<file path="src/assert_macros.svh">
// ---------------------------------------------------------------------------
// assertion macros shared by scd_frame and scd_decode
// ---------------------------------------------------------------------------
`ifndef ASSERT_MACROS_SVH
`define ASSERT_MACROS_SVH

// expression holds at every clock edge out of reset
`define ASSERT_ALWAYS(label, clk, rst_n, expr, msg) \
    label: assert property (@(posedge clk) disable iff (!rst_n) (expr)) \
        else $error(msg);

// consequent holds in the same cycle as the antecedent
`define ASSERT_IMPLIES(label, clk, rst_n, ante, cons, msg) \
    label: assert property (@(posedge clk) disable iff (!rst_n) (ante) |-> (cons)) \
        else $error(msg);

// consequent holds in the cycle after the antecedent
`define ASSERT_NEXT(label, clk, rst_n, ante, cons, msg) \
    label: assert property (@(posedge clk) disable iff (!rst_n) (ante) |=> (cons)) \
        else $error(msg);

`endif

</file>
<file path="src/scd_pkg.sv">
// ---------------------------------------------------------------------------
// scd_pkg
// constants, types and functions for the scratchpad crc decoder
// ---------------------------------------------------------------------------
package scd_pkg;

    // frame geometry
    localparam int FRAME_BYTES = 9;
    localparam int IDX_W       = $clog2(FRAME_BYTES);
    localparam logic [IDX_W-1:0] LAST_IDX = IDX_W'(FRAME_BYTES - 1);

    // byte positions within the frame
    localparam logic [IDX_W-1:0] IDX_TEMP_LO = IDX_W'(0);
    localparam logic [IDX_W-1:0] IDX_TEMP_HI = IDX_W'(1);
    localparam logic [IDX_W-1:0] IDX_HIGH_LIM = IDX_W'(2);
    localparam logic [IDX_W-1:0] IDX_LOW_LIM = IDX_W'(3);
    localparam logic [IDX_W-1:0] IDX_CONFIG  = IDX_W'(4);

    // reflected crc-8 polynomial
    localparam logic [7:0] CRC_POLY = 8'h8C;

    // configuration byte codes
    localparam logic [7:0] CFG_RES_9  = 8'h1F;
    localparam logic [7:0] CFG_RES_10 = 8'h3F;
    localparam logic [7:0] CFG_RES_11 = 8'h5F;

    // resolution codes
    localparam logic [3:0] RES_9  = 4'd9;
    localparam logic [3:0] RES_10 = 4'd10;
    localparam logic [3:0] RES_11 = 4'd11;
    localparam logic [3:0] RES_12 = 4'd12;

    // status codes
    localparam logic STATUS_OK  = 1'b0;
    localparam logic STATUS_BAD = 1'b1;

    // completed frame passed from the accumulator to the decoder
    typedef struct packed {
        logic        bad;
        logic [15:0] temp_raw;
        logic [7:0]  high_limit;
        logic [7:0]  low_limit;
        logic [7:0]  config_byte;
    } t_frame_rec;

    // one byte of the reflected crc, lsb first
    function automatic logic [7:0] crc_byte(input logic [7:0] crc_in, input logic [7:0] data);
        logic [7:0] crc;
        logic       fb;
        crc = crc_in;
        for (int i = 0; i < 8; i++) begin
            fb  = crc[0] ^ data[i];
            crc = {1'b0, crc[7:1]};
            if (fb) begin
                crc = crc ^ CRC_POLY;
            end
        end
        return crc;
    endfunction

    // resolution from configuration byte, 12 bits for unknown codes
    function automatic logic [3:0] decode_res(input logic [7:0] cfg);
        logic [3:0] res;
        unique case (cfg)
            CFG_RES_9:  res = RES_9;
            CFG_RES_10: res = RES_10;
            CFG_RES_11: res = RES_11;
            default:    res = RES_12;
        endcase
        return res;
    endfunction

    // magnitude mask for a resolution
    function automatic logic [10:0] res_mask(input logic [3:0] res);
        logic [10:0] mask;
        unique case (res)
            RES_9:   mask = 11'h7F8;
            RES_10:  mask = 11'h7FC;
            RES_11:  mask = 11'h7FE;
            default: mask = 11'h7FF;
        endcase
        return mask;
    endfunction

endpackage

</file>
<file path="src/scd_frame.sv">
// ---------------------------------------------------------------------------
// scd_frame
// byte accumulator: tracks frame position, runs the crc, holds the data
// bytes and registers a completed frame record on the final byte
// ---------------------------------------------------------------------------
`include "assert_macros.svh"

module scd_frame (
    input  logic                i_clk,
    input  logic                i_rst_n,
    input  logic                i_valid,
    output logic                o_ready,
    input  logic [7:0]          i_rx_byte,
    input  logic                i_frame_start,
    output logic                o_rec_valid,
    input  logic                i_rec_ready,
    output scd_pkg::t_frame_rec o_rec
);

    logic [scd_pkg::IDX_W-1:0] r_byte_index, n_byte_index;
    logic [7:0]                r_crc, n_crc;
    logic [7:0]                r_temp_lo, r_temp_hi, r_high_lim, r_low_lim, r_config;
    logic                      r_rec_valid, n_rec_valid;
    scd_pkg::t_frame_rec       r_rec;

    logic                      accept;
    logic                      last;
    logic [scd_pkg::IDX_W-1:0] eff_index;
    logic [7:0]                eff_crc;

    // a frame record can move on when the slot is free or being drained
    assign o_ready = !r_rec_valid || i_rec_ready;
    assign accept  = i_valid && o_ready;

    // position and crc seen by this item, after an optional restart
    assign eff_index = i_frame_start ? '0 : r_byte_index;
    assign eff_crc   = i_frame_start ? 8'h00 : r_crc;
    assign last      = eff_index >= scd_pkg::LAST_IDX;

    // next frame position and crc
    always_comb begin
        n_byte_index = r_byte_index;
        n_crc        = r_crc;
        if (accept) begin
            if (last) begin
                n_byte_index = '0;
                n_crc        = 8'h00;
            end else begin
                n_byte_index = eff_index + 1'b1;
                n_crc        = scd_pkg::crc_byte(eff_crc, i_rx_byte);
            end
        end
    end

    // record slot occupancy
    always_comb begin
        n_rec_valid = r_rec_valid;
        if (accept && last) begin
            n_rec_valid = 1'b1;
        end else if (i_rec_ready) begin
            n_rec_valid = 1'b0;
        end
    end

    // control state
    always_ff @(posedge i_clk) begin
        if (!i_rst_n) begin
            r_byte_index <= '0;
            r_crc        <= 8'h00;
            r_rec_valid  <= 1'b0;
        end else begin
            r_byte_index <= n_byte_index;
            r_crc        <= n_crc;
            r_rec_valid  <= n_rec_valid;
        end
    end

    // data bytes held by position
    always_ff @(posedge i_clk) begin
        if (!i_rst_n) begin
            r_temp_lo  <= 8'h00;
            r_temp_hi  <= 8'h00;
            r_high_lim <= 8'h00;
            r_low_lim  <= 8'h00;
            r_config   <= 8'h00;
        end else if (accept && !last) begin
            unique case (eff_index)
                scd_pkg::IDX_TEMP_LO:  r_temp_lo  <= i_rx_byte;
                scd_pkg::IDX_TEMP_HI:  r_temp_hi  <= i_rx_byte;
                scd_pkg::IDX_HIGH_LIM: r_high_lim <= i_rx_byte;
                scd_pkg::IDX_LOW_LIM:  r_low_lim  <= i_rx_byte;
                scd_pkg::IDX_CONFIG:   r_config   <= i_rx_byte;
                default: ;
            endcase
        end
    end

    // frame record on the final byte
    always_ff @(posedge i_clk) begin
        if (accept && last) begin
            r_rec.bad         <= i_rx_byte != eff_crc;
            r_rec.temp_raw    <= {r_temp_hi, r_temp_lo};
            r_rec.high_limit  <= r_high_lim;
            r_rec.low_limit   <= r_low_lim;
            r_rec.config_byte <= r_config;
        end
    end

    assign o_rec_valid = r_rec_valid;
    assign o_rec       = r_rec;

    // checks
    `ASSERT_ALWAYS(a_index_range, i_clk, i_rst_n, r_byte_index <= scd_pkg::LAST_IDX, "frame index past last byte")
    `ASSERT_NEXT(a_restart_after_last, i_clk, i_rst_n, accept && last, (r_byte_index == '0) && (r_crc == 8'h00) && r_rec_valid, "frame not restarted after final byte")
    `ASSERT_NEXT(a_rec_held, i_clk, i_rst_n, r_rec_valid && !i_rec_ready, r_rec_valid && $stable(r_rec), "pending frame record lost")

endmodule

</file>
<file path="src/scd_decode.sv">
// ---------------------------------------------------------------------------
// scd_decode
// result stage: decodes temperature and resolution from a frame record
// and holds the result item until it is taken
// ---------------------------------------------------------------------------
`include "assert_macros.svh"

module scd_decode (
    input  logic                i_clk,
    input  logic                i_rst_n,
    input  logic                i_rec_valid,
    output logic                o_rec_ready,
    input  scd_pkg::t_frame_rec i_rec,
    output logic                o_valid,
    input  logic                i_ready,
    output logic                o_status,
    output logic signed [11:0]  o_temperature_sixteenths,
    output logic [7:0]          o_high_limit,
    output logic [7:0]          o_low_limit,
    output logic [7:0]          o_config_byte,
    output logic [3:0]          o_resolution_bits
);

    logic               r_valid, n_valid;
    logic               r_status;
    logic signed [11:0] r_temp;
    logic [7:0]         r_high_lim, r_low_lim, r_config;
    logic [3:0]         r_res;

    logic               take;
    logic               neg;
    logic [3:0]         res;
    logic [10:0]        mag;
    logic [11:0]        temp;

    assign o_rec_ready = !r_valid || i_ready;
    assign take        = i_rec_valid && o_rec_ready;

    // sign-magnitude decode with resolution masking
    always_comb begin
        neg  = i_rec.temp_raw[15];
        res  = scd_pkg::decode_res(i_rec.config_byte);
        mag  = neg ? (11'd0 - i_rec.temp_raw[10:0]) : i_rec.temp_raw[10:0];
        mag  = mag & scd_pkg::res_mask(res);
        temp = neg ? (12'd0 - {1'b0, mag}) : {1'b0, mag};
    end

    // result occupancy
    always_comb begin
        n_valid = r_valid;
        if (take) begin
            n_valid = 1'b1;
        end else if (i_ready) begin
            n_valid = 1'b0;
        end
    end

    always_ff @(posedge i_clk) begin
        if (!i_rst_n) begin
            r_valid <= 1'b0;
        end else begin
            r_valid <= n_valid;
        end
    end

    // result payload, zeroed on a crc mismatch
    always_ff @(posedge i_clk) begin
        if (take) begin
            if (i_rec.bad) begin
                r_status   <= scd_pkg::STATUS_BAD;
                r_temp     <= '0;
                r_high_lim <= 8'h00;
                r_low_lim  <= 8'h00;
                r_config   <= 8'h00;
                r_res      <= 4'd0;
            end else begin
                r_status   <= scd_pkg::STATUS_OK;
                r_temp     <= $signed(temp);
                r_high_lim <= i_rec.high_limit;
                r_low_lim  <= i_rec.low_limit;
                r_config   <= i_rec.config_byte;
                r_res      <= res;
            end
        end
    end

    assign o_valid                  = r_valid;
    assign o_status                 = r_status;
    assign o_temperature_sixteenths = r_temp;
    assign o_high_limit             = r_high_lim;
    assign o_low_limit              = r_low_lim;
    assign o_config_byte            = r_config;
    assign o_resolution_bits        = r_res;

    // checks
    `ASSERT_IMPLIES(a_bad_zeroed, i_clk, i_rst_n, r_valid && (r_status == scd_pkg::STATUS_BAD), (r_temp == '0) && (r_high_lim == 8'h00) && (r_low_lim == 8'h00) && (r_config == 8'h00) && (r_res == 4'd0), "mismatch result carries data")
    `ASSERT_IMPLIES(a_res_range, i_clk, i_rst_n, r_valid && (r_status == scd_pkg::STATUS_OK), (r_res == scd_pkg::RES_9) || (r_res == scd_pkg::RES_10) || (r_res == scd_pkg::RES_11) || (r_res == scd_pkg::RES_12), "resolution out of range")
    `ASSERT_NEXT(a_take_shows, i_clk, i_rst_n, take, r_valid, "taken frame record gives no result")

endmodule

</file>
<file path="src/sensor_scratchpad_crc_decoder.sv">
// ---------------------------------------------------------------------------
// sensor_scratchpad_crc_decoder
// temperature sensor scratchpad frame decoder with crc-8 check
// ---------------------------------------------------------------------------
// One received byte is taken per cycle while o_ready is high, frames back
// to back without gaps. Byte 0 of a frame is marked by i_frame_start, or
// follows the last byte of the previous frame. The reflected crc-8 runs
// over all bytes but the last; the last byte is compared with it and one
// result item appears on o_valid once that byte is accepted, passing the
// frame record register of the byte accumulator and then the result
// register of the decoder. Throughput is one byte per cycle while results
// are taken; the record and result registers absorb a stall of the output
// side before i_ready/o_ready backpressure reaches the input.

module sensor_scratchpad_crc_decoder (
    input  logic               i_clk,
    input  logic               i_rst_n,
    input  logic               i_valid,
    output logic               o_ready,
    input  logic [7:0]         i_rx_byte,
    input  logic               i_frame_start,
    output logic               o_valid,
    input  logic               i_ready,
    output logic               o_status,
    output logic signed [11:0] o_temperature_sixteenths,
    output logic [7:0]         o_high_limit,
    output logic [7:0]         o_low_limit,
    output logic [7:0]         o_config_byte,
    output logic [3:0]         o_resolution_bits
);

    logic                rec_valid;
    logic                rec_ready;
    scd_pkg::t_frame_rec rec;

    // byte accumulation and crc
    scd_frame u_frame (
        .i_clk         (i_clk),
        .i_rst_n       (i_rst_n),
        .i_valid       (i_valid),
        .o_ready       (o_ready),
        .i_rx_byte     (i_rx_byte),
        .i_frame_start (i_frame_start),
        .o_rec_valid   (rec_valid),
        .i_rec_ready   (rec_ready),
        .o_rec         (rec)
    );

    // decode and result register
    scd_decode u_decode (
        .i_clk                    (i_clk),
        .i_rst_n                  (i_rst_n),
        .i_rec_valid              (rec_valid),
        .o_rec_ready              (rec_ready),
        .i_rec                    (rec),
        .o_valid                  (o_valid),
        .i_ready                  (i_ready),
        .o_status                 (o_status),
        .o_temperature_sixteenths (o_temperature_sixteenths),
        .o_high_limit             (o_high_limit),
        .o_low_limit              (o_low_limit),
        .o_config_byte            (o_config_byte),
        .o_resolution_bits        (o_resolution_bits)
    );

endmodule

</file>
<file path="config.mk">
export PLATFORM = sky130hd
export DESIGN_NAME = sensor_scratchpad_crc_decoder
export DESIGN_NICKNAME = d
export VERILOG_FILES = /design/src/scd_pkg.sv /design/src/scd_frame.sv /design/src/scd_decode.sv /design/src/sensor_scratchpad_crc_decoder.sv
export VERILOG_INCLUDE_DIRS = /design/src /design/src/src
export SDC_FILE = /design/constraint.sdc
export NUM_CORES = 1
export LEC_CHECK = 0
export BUFFER_PORTS_ARGS = -buffer_cell sky130_fd_sc_hd__clkbuf_2
export CORE_MARGIN = 4
export CORE_UTILIZATION = 25
export CTS_CLUSTER_SIZE = 20
export DETAILED_ROUTE_END_ITERATION = 16
export PLACE_DENSITY_LB_ADDON = 0.15
export SLEW_MARGIN = 20
export SYNTH_ARGS = -nofsm -noshare
export SYNTH_HDL_FRONTEND = slang
export SYNTH_SLANG_ARGS = --single-unit
</file>
<file path="constraint.sdc">
create_clock -name i_clk -period 3.3 [get_ports i_clk]
set_input_delay 0.33 -clock i_clk [delete_from_list [all_inputs] [get_ports i_clk]]
set_output_delay 0.33 -clock i_clk [all_outputs]
set_load 0.005 [all_outputs]
</file>
==> impl_metrics.env, run 1 <==
export IMPL_die_h_microns=160
export IMPL_core_area_sq_mm=0.0226
export IMPL_cts_htree_levels=4
export IMPL_first_pass_iters=4
export IMPL_antenna_found_initial=0
export IMPL_worst_path_buf_inv=1
export IMPL_cts_buffers=17
export IMPL_synth_seq_cells=128
export IMPL_routabilityCongestion=0.754
export IMPL_clkLatencyLatePin_ps=410
export IMPL_synth_area_per_cell_sq_um=11.1
export IMPL_ctsResizeCount=0
export IMPL_route_final_wire_length_mm=13.0
export IMPL_holdBufCountCts=0
export IMPL_relSlewSlack=0.403
export IMPL_pwr_share_clk=0.489
export IMPL_p_comb_frac=0.072
export IMPL_hold_class="input pin to flop"
export IMPL_yosys_warnings=0
export IMPL_syn_to_final_growth_pct=20.7
export IMPL_ios=56
export IMPL_grt_pass1_vias=3950
export IMPL_cts_setup_buffers=0
export IMPL_root_buffer="clkbuf_16"
export IMPL_drtAntennaViolNets=0
export IMPL_crit_required_ps=3440
export IMPL_netlist_area_leader_share=0.407
export IMPL_syn_inst=519
export IMPL_routedLengthMet1_mm=5.87
export IMPL_fmax_mhz=362
export IMPL_seq_power_share=0.439
export IMPL_fin_util=0.307
export IMPL_antennaDiodeCount=0
export IMPL_drive_above_1_share=0.177
export IMPL_cts_tree="yes"
export IMPL_fin_crit_ps=2760
export IMPL_initial_core_util=0.254
export IMPL_track_usage=0.105
export IMPL_routed_wl_met3_microns=532
export IMPL_grt_max_degree=52
export IMPL_cts_sinks=128
export IMPL_async_flop_share=0
export IMPL_grt_pass1_wl_mm=21.2
export IMPL_power_static_leakage_nw=2.51
export IMPL_cp_slowest_cell="or4b_4"
export IMPL_dp_hpwl_mm=8.93
export IMPL_die_w_microns=160
export IMPL_rows=55
export IMPL_highest_layer="met4"
export IMPL_clkSlewWorstSetupHoldPaths_ps=60
export IMPL_synth_edf_count=78
export IMPL_power_switching_uw=910
export IMPL_ir_drop_mv=0.310
export IMPL_route_detailed_drc=0
export IMPL_clock_skew_ps=8.87
export IMPL_end_kind="flop"
export IMPL_synth_area_sq_mm=0.00576
export IMPL_synth_nets=538
export IMPL_worst_setup_path_start_kind="flop"
export IMPL_timing_final_crit_share=0.838
export IMPL_worst_path_max_fanout=6
export IMPL_yosys_top_cells_area="edfxtp_1 (41%), dfxtp_1 (17%), nor2b_1 (5.9%)"
export IMPL_internal_power_mw=3.07
export IMPL_nets=589
export IMPL_crit_path_cell_trace="inv_1 > ha_1 > or4b_4 > or2_1 > o31a_1 > xor2_1 > mux2i_1 > o311ai_1"
export IMPL_fin_setup_tns_ps=0
export IMPL_io_buffers=55
export IMPL_yosysUniqueCellTypes=60
export IMPL_yosys_area_top_type="edfxtp_1"
export IMPL_path_class="flop to flop"
export IMPL_wl_met2_mm=6.43
export IMPL_tightest_slew_ps=896
export IMPL_drtIter0Drc=161
export IMPL_grt_ovfl_total=0
export IMPL_arrival_ps=2900
export IMPL_p_sw_frac=0.229
export IMPL_avgViaCountPerCell=4.55
export IMPL_rsz0062_at_grt="no"
export IMPL_synth_flop_cell="edfxtp_1"
export IMPL_wl_per_cell_microns=15.0
export IMPL_setup_viol=0
export IMPL_maxCapViolCount=0
export IMPL_slowest_delay_ps=520
export IMPL_vias=3951
export IMPL_cp_top_family="simple AND/OR/NAND/NOR gates"
export IMPL_dieArea_sq_mm=0.0255
export IMPL_ys_seq_area_frac=0.580
export IMPL_clk_path_buf_depth=2
export IMPL_drv_slew=0
export IMPL_hold_viol=0
export IMPL_outcome="finished, final reports clean"
export IMPL_p_per_area_mw_per_mm2=573
## kinds of logic after synthesis
kind of cell,synth area share
XOR/XNOR,0.0511
flip-flops,0.580
AO/OA/AOI/OAI,0.0995
buffers and inverters,0.0261
multiplexers,0.0265
AND/OR/NAND/NOR,0.203
adder cells (fa/ha/maj),0.0130
## final timing paths
kind / start / end / slack, ps / cells after the start
worst max-delay path: u_frame.o_rec[25] / u_decode.o_temperature_sixteenths[10] / 540 / 8
worst min-delay path: i_ready / u_decode.o_valid / 280 / 3
worst max register to register: u_frame.o_rec[25] / u_decode.o_temperature_sixteenths[10] / 540 / 8
worst min register to register: u_frame.r_temp_lo[7] / u_frame.o_rec[31] / 430 / 0
## metrics by stage
step                      hold slack, ps  worst slack, ps  cell area (sq um)  cells  power [mW]
after CTS                            272              544               6950    868        4.04
after detailed placement             417              554               6330    836        2.07
after floorplan                      408              309               5760    519        2.00
after global routing                 294              312               6950    868        4.15
final                                282              536               6950    868        3.98
after global placement               419              658               6330    836        2.07
## sequential cells by signal, summed over array words and instances, names as in the netlist
register and flops:
u_frame.o_rec 37, u_decode.o_temperature_sixteenths 12, u_decode.o_config_byte 8, u_decode.o_high_limit 8, u_decode.o_low_limit 8, u_frame.r_config 8, u_frame.r_crc 8, u_frame.r_high_lim 8
u_frame.r_low_lim 8, u_frame.r_temp_lo 8, u_decode.o_resolution_bits 4, u_frame.r_byte_index 4, u_frame.r_temp_hi 4, u_decode.o_status 1, u_decode.o_valid 1, u_frame.o_rec_valid 1
## power groups by stage
stage	Combinational [mW]	Clock, mW	Sequential [mW]
after floorplan	0.225	0	1.77
after global placement	0.287	0	1.78
after detailed placement	0.287	0	1.78
after CTS	0.288	2.01	1.75
after global routing	0.316	2.08	1.76
final	0.285	1.95	1.75
## cell type report
class	count	area (sq um)
fillers	2312	15700
flip-flops and latches	128	3340
multi-input cells	354	2280
clock buffers	18	439
well taps	285	357
repair buffers	62	328
clock inverters	14	180
inverters	7	26.3
## cell usage after synthesis (7+ instances only)
cell	n
edfxtp_1	78
nor2b_1	54
nand2_1	53
dfxtp_1	50
nand3_1	37
a21boi_0	31
nor2_1	27
clkbuf_1	24
xnor2_1	21
mux2i_1	13
o21ai_0	13
xor2_1	10
a21oi_1	7
inv_1	7
nor3_1	7
## worst register-to-register path, delay by kind of cell, from the launching register on
kind | cells | cell delay (ps)
flops | 1 | 460
fa+ha+maj | 1 | 210
xor+xnor | 1 | 320
buf+inv | 1 | 90
simple gates | 2 | 780
mux | 1 | 260
compound gates | 2 | 370
## cells in the final DEF (no fill, tap or decap), drive strengths merged, types with 10 or more instances in the layout
master,n
nand2,53
nor2b,54
edfxtp,78
clkbuf,73
o21ai,13
xor2,10
nand3,37
inv,11
nor2,27
a21boi,31
dfxtp,50
mux2i,13
xnor2,21
## routing by layer
layer  global-route usage  up-vias
li1                     -     1953
met1                0.129     1924
met2                0.176       62
met3               0.0317       12
met4               0.0375        0
met5                    0        -
(Power assumes the default switching activity.)
==> inputs of run 2 (changes only) <==
--- a/config.mk
+++ b/config.mk
@@ -6,6 +6,7 @@
 export SDC_FILE = /design/constraint.sdc
 export NUM_CORES = 1
 export LEC_CHECK = 0
+export ABC_AREA = 1
 export BUFFER_PORTS_ARGS = -buffer_cell sky130_fd_sc_hd__clkbuf_2
 export CORE_MARGIN = 4
 export CORE_UTILIZATION = 25
==> constraint.sdc (replaced) <==
create_clock -name i_clk -period 2.3 [get_ports i_clk]
set_input_delay 0.23 -clock i_clk [delete_from_list [all_inputs] [get_ports i_clk]]
set_output_delay 0.23 -clock i_clk [all_outputs]
set_load 0.005 [all_outputs]
==> run 2 against run 1 <==
  * Area after synthesis fell by 4.0%
  * Global-route usage decreased by 0.36 points
  * Design area is 2.6% lower
  * Worst setup slack lost 290 ps
  * First-iteration DRC count fell by 17%
  * Sequential cell count is the same
  * Largest power group unchanged
  * Non-clock buffer count increased by 7
  * Largest cell class unchanged
  * Sequential share of layout area up 1.3 points
  * Critical path depth grew 3
==> impl_metrics.env, run 2 <==
export IMPL_fin_util=0.311
export IMPL_maxCapViolCount=0
export IMPL_yosys_top_cells_area="edfxtp_1 (42%), dfxtp_1 (18%), nand2_1 (6.2%)"
export IMPL_initial_core_util=0.254
export IMPL_holdPathStages=4
export IMPL_grt_max_degree=38
export IMPL_setup_viol=0
export IMPL_power_mw=5.37
export IMPL_cts_setup_buffers=0
export IMPL_track_usage=0.102
export IMPL_clock_skew_ps=7.74
export IMPL_cts_buffers=17
export IMPL_outcome="finished, final reports clean"
export IMPL_syn_inst=576
export IMPL_vias=3965
export IMPL_yosysUniqueCellTypes=39
export IMPL_yosys_warnings=0
export IMPL_holdBufCountCts=0
export IMPL_drtIter0Drc=133
export IMPL_first_pass_iters=5
export IMPL_tightest_slew_ps=503
export IMPL_cts_sinks=128
export IMPL_setup_reg_to_reg_worst_slack_ps=240
export IMPL_die_h_microns=157
export IMPL_async_flop_share=0
export IMPL_layout_common_cells="nand2_1 (92), nor2_1 (90), edfxtp_1 (78), inv_1 (62), clkbuf_2 (55)"
export IMPL_synth_flop_cell="edfxtp_1"
export IMPL_drv_slew=0
export IMPL_yosys_area_top_type="edfxtp_1"
export IMPL_synth_edf_count=78
export IMPL_clkSlewWorstSetupHoldPaths_ps=60
export IMPL_worst_setup_path_start_kind="flop"
export IMPL_antennaDiodeCount=0
export IMPL_path_class="flop to flop"
export IMPL_rsz0062_at_grt="no"
export IMPL_ios=56
export IMPL_min_delay_start="i_ready"
export IMPL_netlist_area_leader_share=0.424
export IMPL_met1_usage=0.130
export IMPL_relSlewSlack=0.664
export IMPL_dp_hpwl_mm=8.67
export IMPL_syn_to_final_growth_pct=22.4
export IMPL_internal_power_mw=4.21
export IMPL_holdPathEnd="u_decode.o_valid"
export IMPL_synth_nets=595
export IMPL_clk_path_buf_depth=2
export IMPL_fmax_mhz=486
export IMPL_worst_path_max_fanout=3
export IMPL_end_kind="flop"
export IMPL_root_buffer="clkbuf_16"
export IMPL_grt_pass1_vias=3780
export IMPL_fin_setup_tns_ps=0
export IMPL_synth_seq_cells=128
export IMPL_arrival_ps=2220
export IMPL_grt_met2_usage=0.161
export IMPL_place_area_sq_mm=0.00617
export IMPL_p_sw_frac=0.216
export IMPL_routabilityCongestion=0.825
export IMPL_rows=54
export IMPL_wl_per_cell_microns=12.8
export IMPL_power_static_leakage_nw=2.85
export IMPL_power_switching_mw=1.16
export IMPL_ys_seq_area_frac=0.605
export IMPL_layout_cells_non_filler=938
export IMPL_avgViaCountPerCell=4.23
export IMPL_ir_drop_mv=0.451
export IMPL_grtUsageMet3=0.0313
export IMPL_route_final_wire_length_mm=12.0
export IMPL_dieArea_sq_mm=0.0246
export IMPL_grt_pass1_wl_mm=19.3
export IMPL_seq_power_share=0.460
export IMPL_r2r_start="u_frame.o_rec[24]"
export IMPL_synth_area_sq_mm=0.00553
export IMPL_synth_area_per_cell_sq_um=9.60
export IMPL_drtAntennaViolNets=0
export IMPL_hold_class="input pin to flop"
export IMPL_core_area_sq_mm=0.0218
export IMPL_fin_crit_ps=2060
export IMPL_reg2reg_depth=11
export IMPL_drive_above_1_share=0.217
export IMPL_clkLatencyLatePin_ps=410
export IMPL_regToRegEndpoint="u_decode.o_temperature_sixteenths[10]"
export IMPL_largest_reg_flops=37
export IMPL_timing_final_crit_share=0.895
export IMPL_layout_commonest_cell="nand2_1"
export IMPL_cts_htree_levels=4
export IMPL_synth_common_cells="nand2_1 (92), nor2_1 (92), edfxtp_1 (78)"
export IMPL_pwr_share_clk=0.489
export IMPL_crit_required_ps=2470
export IMPL_dp_cells=906
export IMPL_fin_area_sq_mm=0.00677
export IMPL_top_usage_layer="met2"
export IMPL_hold_viol=0
export IMPL_nets=664
export IMPL_route_detailed_drc=0
export IMPL_cts_tree="yes"
export IMPL_p_comb_frac=0.051
export IMPL_p_per_area_mw_per_mm2=794
export IMPL_die_w_microns=157
export IMPL_io_buffers=55
export IMPL_grt_ovfl_total=0
export IMPL_antenna_found_initial=0
==> run 2: worst max-delay path by stage <==
stage,startpoint,endpoint,slack [ps],cells after the start
6_report,u_frame.o_rec[24],u_decode.o_temperature_sixteenths[10],240,11
2_1_floorplan,u_decode.o_valid,u_frame.o_rec[0],170,4
3_5_place_dp,u_frame.o_rec[24],u_decode.o_temperature_sixteenths[10],230,11
4_1_cts,u_frame.o_rec[24],u_decode.o_temperature_sixteenths[10],230,11
3_3_place_gp,u_frame.o_rec[24],u_decode.o_temperature_sixteenths[10],260,11
5_1_grt,u_frame.o_rec[24],u_decode.o_temperature_sixteenths[8],30,11
==> run 2: timing repair <==
item                                    CTS  global route
resized for setup                         0             2
endpoints found under the hold margin     0             0
endpoints found under the setup margin    0             2
==> run 2: stage by stage <==
stage / hold slack (ps) / worst slack, ps
after floorplan: 365 / 166
after global placement: 412 / 257
after detailed placement: 409 / 232
after CTS: 135 / 230
after global routing: 166 / 34.2
final: 154 / 242
==> run 2: power by group through the flow <==
stage / combinational, mW / sequential, mW / clock [mW]
after floorplan: 0.206 / 2.51 / 0
after global placement: 0.271 / 2.52 / 0
after detailed placement: 0.275 / 2.52 / 0
after CTS: 0.276 / 2.47 / 2.70
after global routing: 0.311 / 2.47 / 2.81
final: 0.272 / 2.47 / 2.63
==> run 2: final cells by class <==
class	instances	area, sq um
fill	2281	15000
sequential	128	3340
multi-input combinational	358	1830
clock buffer	23	512
timing repair buffer	69	393
tap	280	350
inverter	71	267
clock inverter	9	75.1
==> run 2: cells by family (layout without fill, tap and decap cells) <==
kind of cell	Yosys count	in the layout	share of synthesized area
compound gates	89	89	0.0840
simple gates	256	256	0.211
buf+inv	90	172	0.0686
flops	128	128	0.605
fa+ha+maj	6	6	0.0136
xor+xnor	7	7	0.0186
==> run 2: routing by layer <==
| metal | wire [microns] | part of all wire | up-vias |
|---|---|---|---|
| met4 | 210 | 0.017 | 0 |
| met1 | 5630 | 0.47 | 1832 |
| met2 | 5610 | 0.47 | 78 |
| met3 | 556 | 0.046 | 18 |
| met5 | 0 | 0 | - |
| li1 | - | - | 2037 |
==> run 2: worst max-delay path: stages, from the launching register on <==
cell	delay (ps)
edfxtp_1	390
inv_1	110
ha_1	240
nand2_1	60
o21ai_0	70
nand2_1	110
ha_1	200
nand3_1	120
nor2_1	210
nand3_1	130
a21oi_1	140
nor2_1	60
==> inputs of run 3 (changes only) <==
--- a/config.mk
+++ b/config.mk
@@ -12,8 +12,9 @@
 export CORE_UTILIZATION = 25
 export CTS_CLUSTER_SIZE = 20
 export DETAILED_ROUTE_END_ITERATION = 16
-export PLACE_DENSITY_LB_ADDON = 0.15
+export PLACE_DENSITY = 0.43
 export SLEW_MARGIN = 20
 export SYNTH_ARGS = -nofsm -noshare
 export SYNTH_HDL_FRONTEND = slang
+export SYNTH_HIERARCHICAL = 1
 export SYNTH_SLANG_ARGS = --single-unit
==> run 3 against run 2 <==
  * Via count up 0.35%
  * Global-route usage is 0.14 points lower
  * Die area rose by 1.6%
  * Combinational power grew 23%
  * Design area is 0.50% lower
  * Clock skew grew 4.6 ps
  * First-iteration DRC count rose by 99%
  * Worst setup slack lost 51 ps
==> impl_metrics.env, run 3 <==
export IMPL_outcome="finished, final reports clean"
export IMPL_timing_final_ws_setup_ps=191
export IMPL_place_area_sq_mm=0.00621
export IMPL_end_kind="flop"
export IMPL_first_pass_iters=5
export IMPL_setup_viol=0
export IMPL_place_ws_ps=175
export IMPL_wl_per_cell_microns=12.6
export IMPL_startpoint="u_frame/o_rec[6]"
export IMPL_initial_core_util=0.256
export IMPL_tightest_slew_ps=508
export IMPL_die_w_microns=158
export IMPL_timing_final_crit_share=0.917
export IMPL_r2r_start="u_frame/o_rec[6]"
export IMPL_core_area_sq_mm=0.0220
export IMPL_holdBufCountCts=0
export IMPL_antennaDiodeCount=0
export IMPL_fin_area_sq_mm=0.00673
export IMPL_syn_inst=585
export IMPL_synth_area_per_cell_sq_um=9.61
export IMPL_seqCellArea_sq_mm=0.00334
export IMPL_synth_nets=604
export IMPL_grt_max_degree=42
export IMPL_io_buffers=55
export IMPL_drv_slew=0
export IMPL_fmax_mhz=474
export IMPL_rsz0062_at_grt="no"
export IMPL_arrival_ps=2270
export IMPL_dp_cells=911
export IMPL_crit_required_ps=2460
export IMPL_antenna_found_initial=0
export IMPL_largest_reg_flops=37
export IMPL_layout_common_cells="nor2_1 (95), nand2_1 (91), edfxtp_1 (78), inv_1 (64), clkbuf_2 (55)"
export IMPL_ctsResizeCount=0
export IMPL_clock_skew_ps=12.3
export IMPL_ios=56
export IMPL_die_h_microns=158
export IMPL_p_sw_frac=0.232
export IMPL_fin_setup_tns_ps=0
export IMPL_power_static_leakage_nw=2.85
export IMPL_drive_above_1_share=0.216
export IMPL_layout_commonest_cell="nor2_1"
export IMPL_route_detailed_drc=0
export IMPL_internal_power_mw=3.98
export IMPL_power_switching_mw=1.20
export IMPL_avgViaCountPerCell=4.22
export IMPL_worst_path_max_fanout=4
export IMPL_vias=3979
export IMPL_p_comb_frac=0.065
export IMPL_grt_ovfl_total=0
export IMPL_track_usage=0.100
export IMPL_maxCapViolCount=0
export IMPL_setup_reg_to_reg_worst_slack_ps=190
export IMPL_syn_to_final_growth_pct=19.7
export IMPL_clk_path_buf_depth=2
export IMPL_n_fill_cell=2263
export IMPL_synth_area_sq_mm=0.00562
export IMPL_path_class="flop to flop"
export IMPL_whs_ps=165
export IMPL_dp_hpwl_mm=8.31
export IMPL_nets=669
export IMPL_route_final_wire_length_mm=11.9
export IMPL_routabilityCongestion=0.871
export IMPL_p_per_area_mw_per_mm2=770
export IMPL_multiInputGateArea_sq_mm=0.00189
export IMPL_yosys_warnings=6
export IMPL_root_buffer="clkbuf_16"
export IMPL_grt_pass1_vias=3872
export IMPL_drtAntennaViolNets=0
export IMPL_hold_viol=0
export IMPL_dieArea_sq_mm=0.0250
export IMPL_cts_setup_buffers=0
export IMPL_min_delay_start="i_ready"
export IMPL_layout_cells_non_filler=943
export IMPL_clkLatencyLatePin_ps=410
export IMPL_hold_class="input pin to flop"
export IMPL_cts_tree="yes"
export IMPL_drtIter0Drc=265
export IMPL_cts_buffers=17
export IMPL_cts_htree_levels=4
export IMPL_pwr_share_clk=0.453
export IMPL_rows=54
export IMPL_grt_pass1_wl_mm=19.4
export IMPL_fin_crit_ps=2110
export IMPL_cts_sinks=128
export IMPL_worst_setup_path_start_kind="flop"
export IMPL_seq_power_share=0.482
export IMPL_relSlewSlack=0.661
export IMPL_ir_drop_mv=0.462
export IMPL_clkSlewWorstSetupHoldPaths_ps=60
run 3: critical path, stage by stage (launching register included):
cell and delay (ps):
edfxtp_1 420, inv_1 150, nand2_1 80, nand4_2 110, nand2_1 80, nor2_1 230
inv_1 100, ha_1 220, inv_1 110, nor3_4 60, nand3_1 100, nand3_1 80
nand2_1 70, nor2_1 50
run 3: power by group through the flow:
| stage | combinational, mW | sequential [mW] | clock (mW) |
|---|---|---|---|
| CTS | 0.339 | 2.50 | 2.43 |
| global route | 0.384 | 2.50 | 2.54 |
| global placement | 0.329 | 2.55 | 0 |
| floorplan | 0.248 | 2.54 | 0 |
| finish | 0.334 | 2.50 | 2.35 |
| detailed placement | 0.336 | 2.55 | 0 |
run 3: area by class of cell:
class                   instances  area share
flip-flops and latches        128       0.497
multi-input cells             363       0.281
clock buffers                  22      0.0675
well taps                     280      0.0520
repair buffers                 64      0.0509
inverters                      76      0.0424
clock inverters                10     0.00948
run 3: through the flow:
stage | utilization | total power, mW
after floorplan | - | 2.79
after global placement | 0.283 | 2.88
after detailed placement | 0.283 | 2.88
after CTS | 0.307 | 5.27
after global routing | 0.307 | 5.43
final | 0.307 | 5.18
run 3: metal layers:
metal,vias to the layer above,GRT usage,share of wire
met5,-,0,0
met4,0,0.0390,0.018
met3,13,0.0282,0.042
met2,78,0.159,0.45
met1,1843,0.130,0.49
li1,2045,-,-
run 3: worst paths after layout:
path	endpoint	cells past startpoint
max	u_decode/o_temperature_sixteenths[10]	13
min	u_decode/o_valid	4
max reg2reg	u_decode/o_temperature_sixteenths[10]	13
min reg2reg	u_frame/o_rec[30]	0
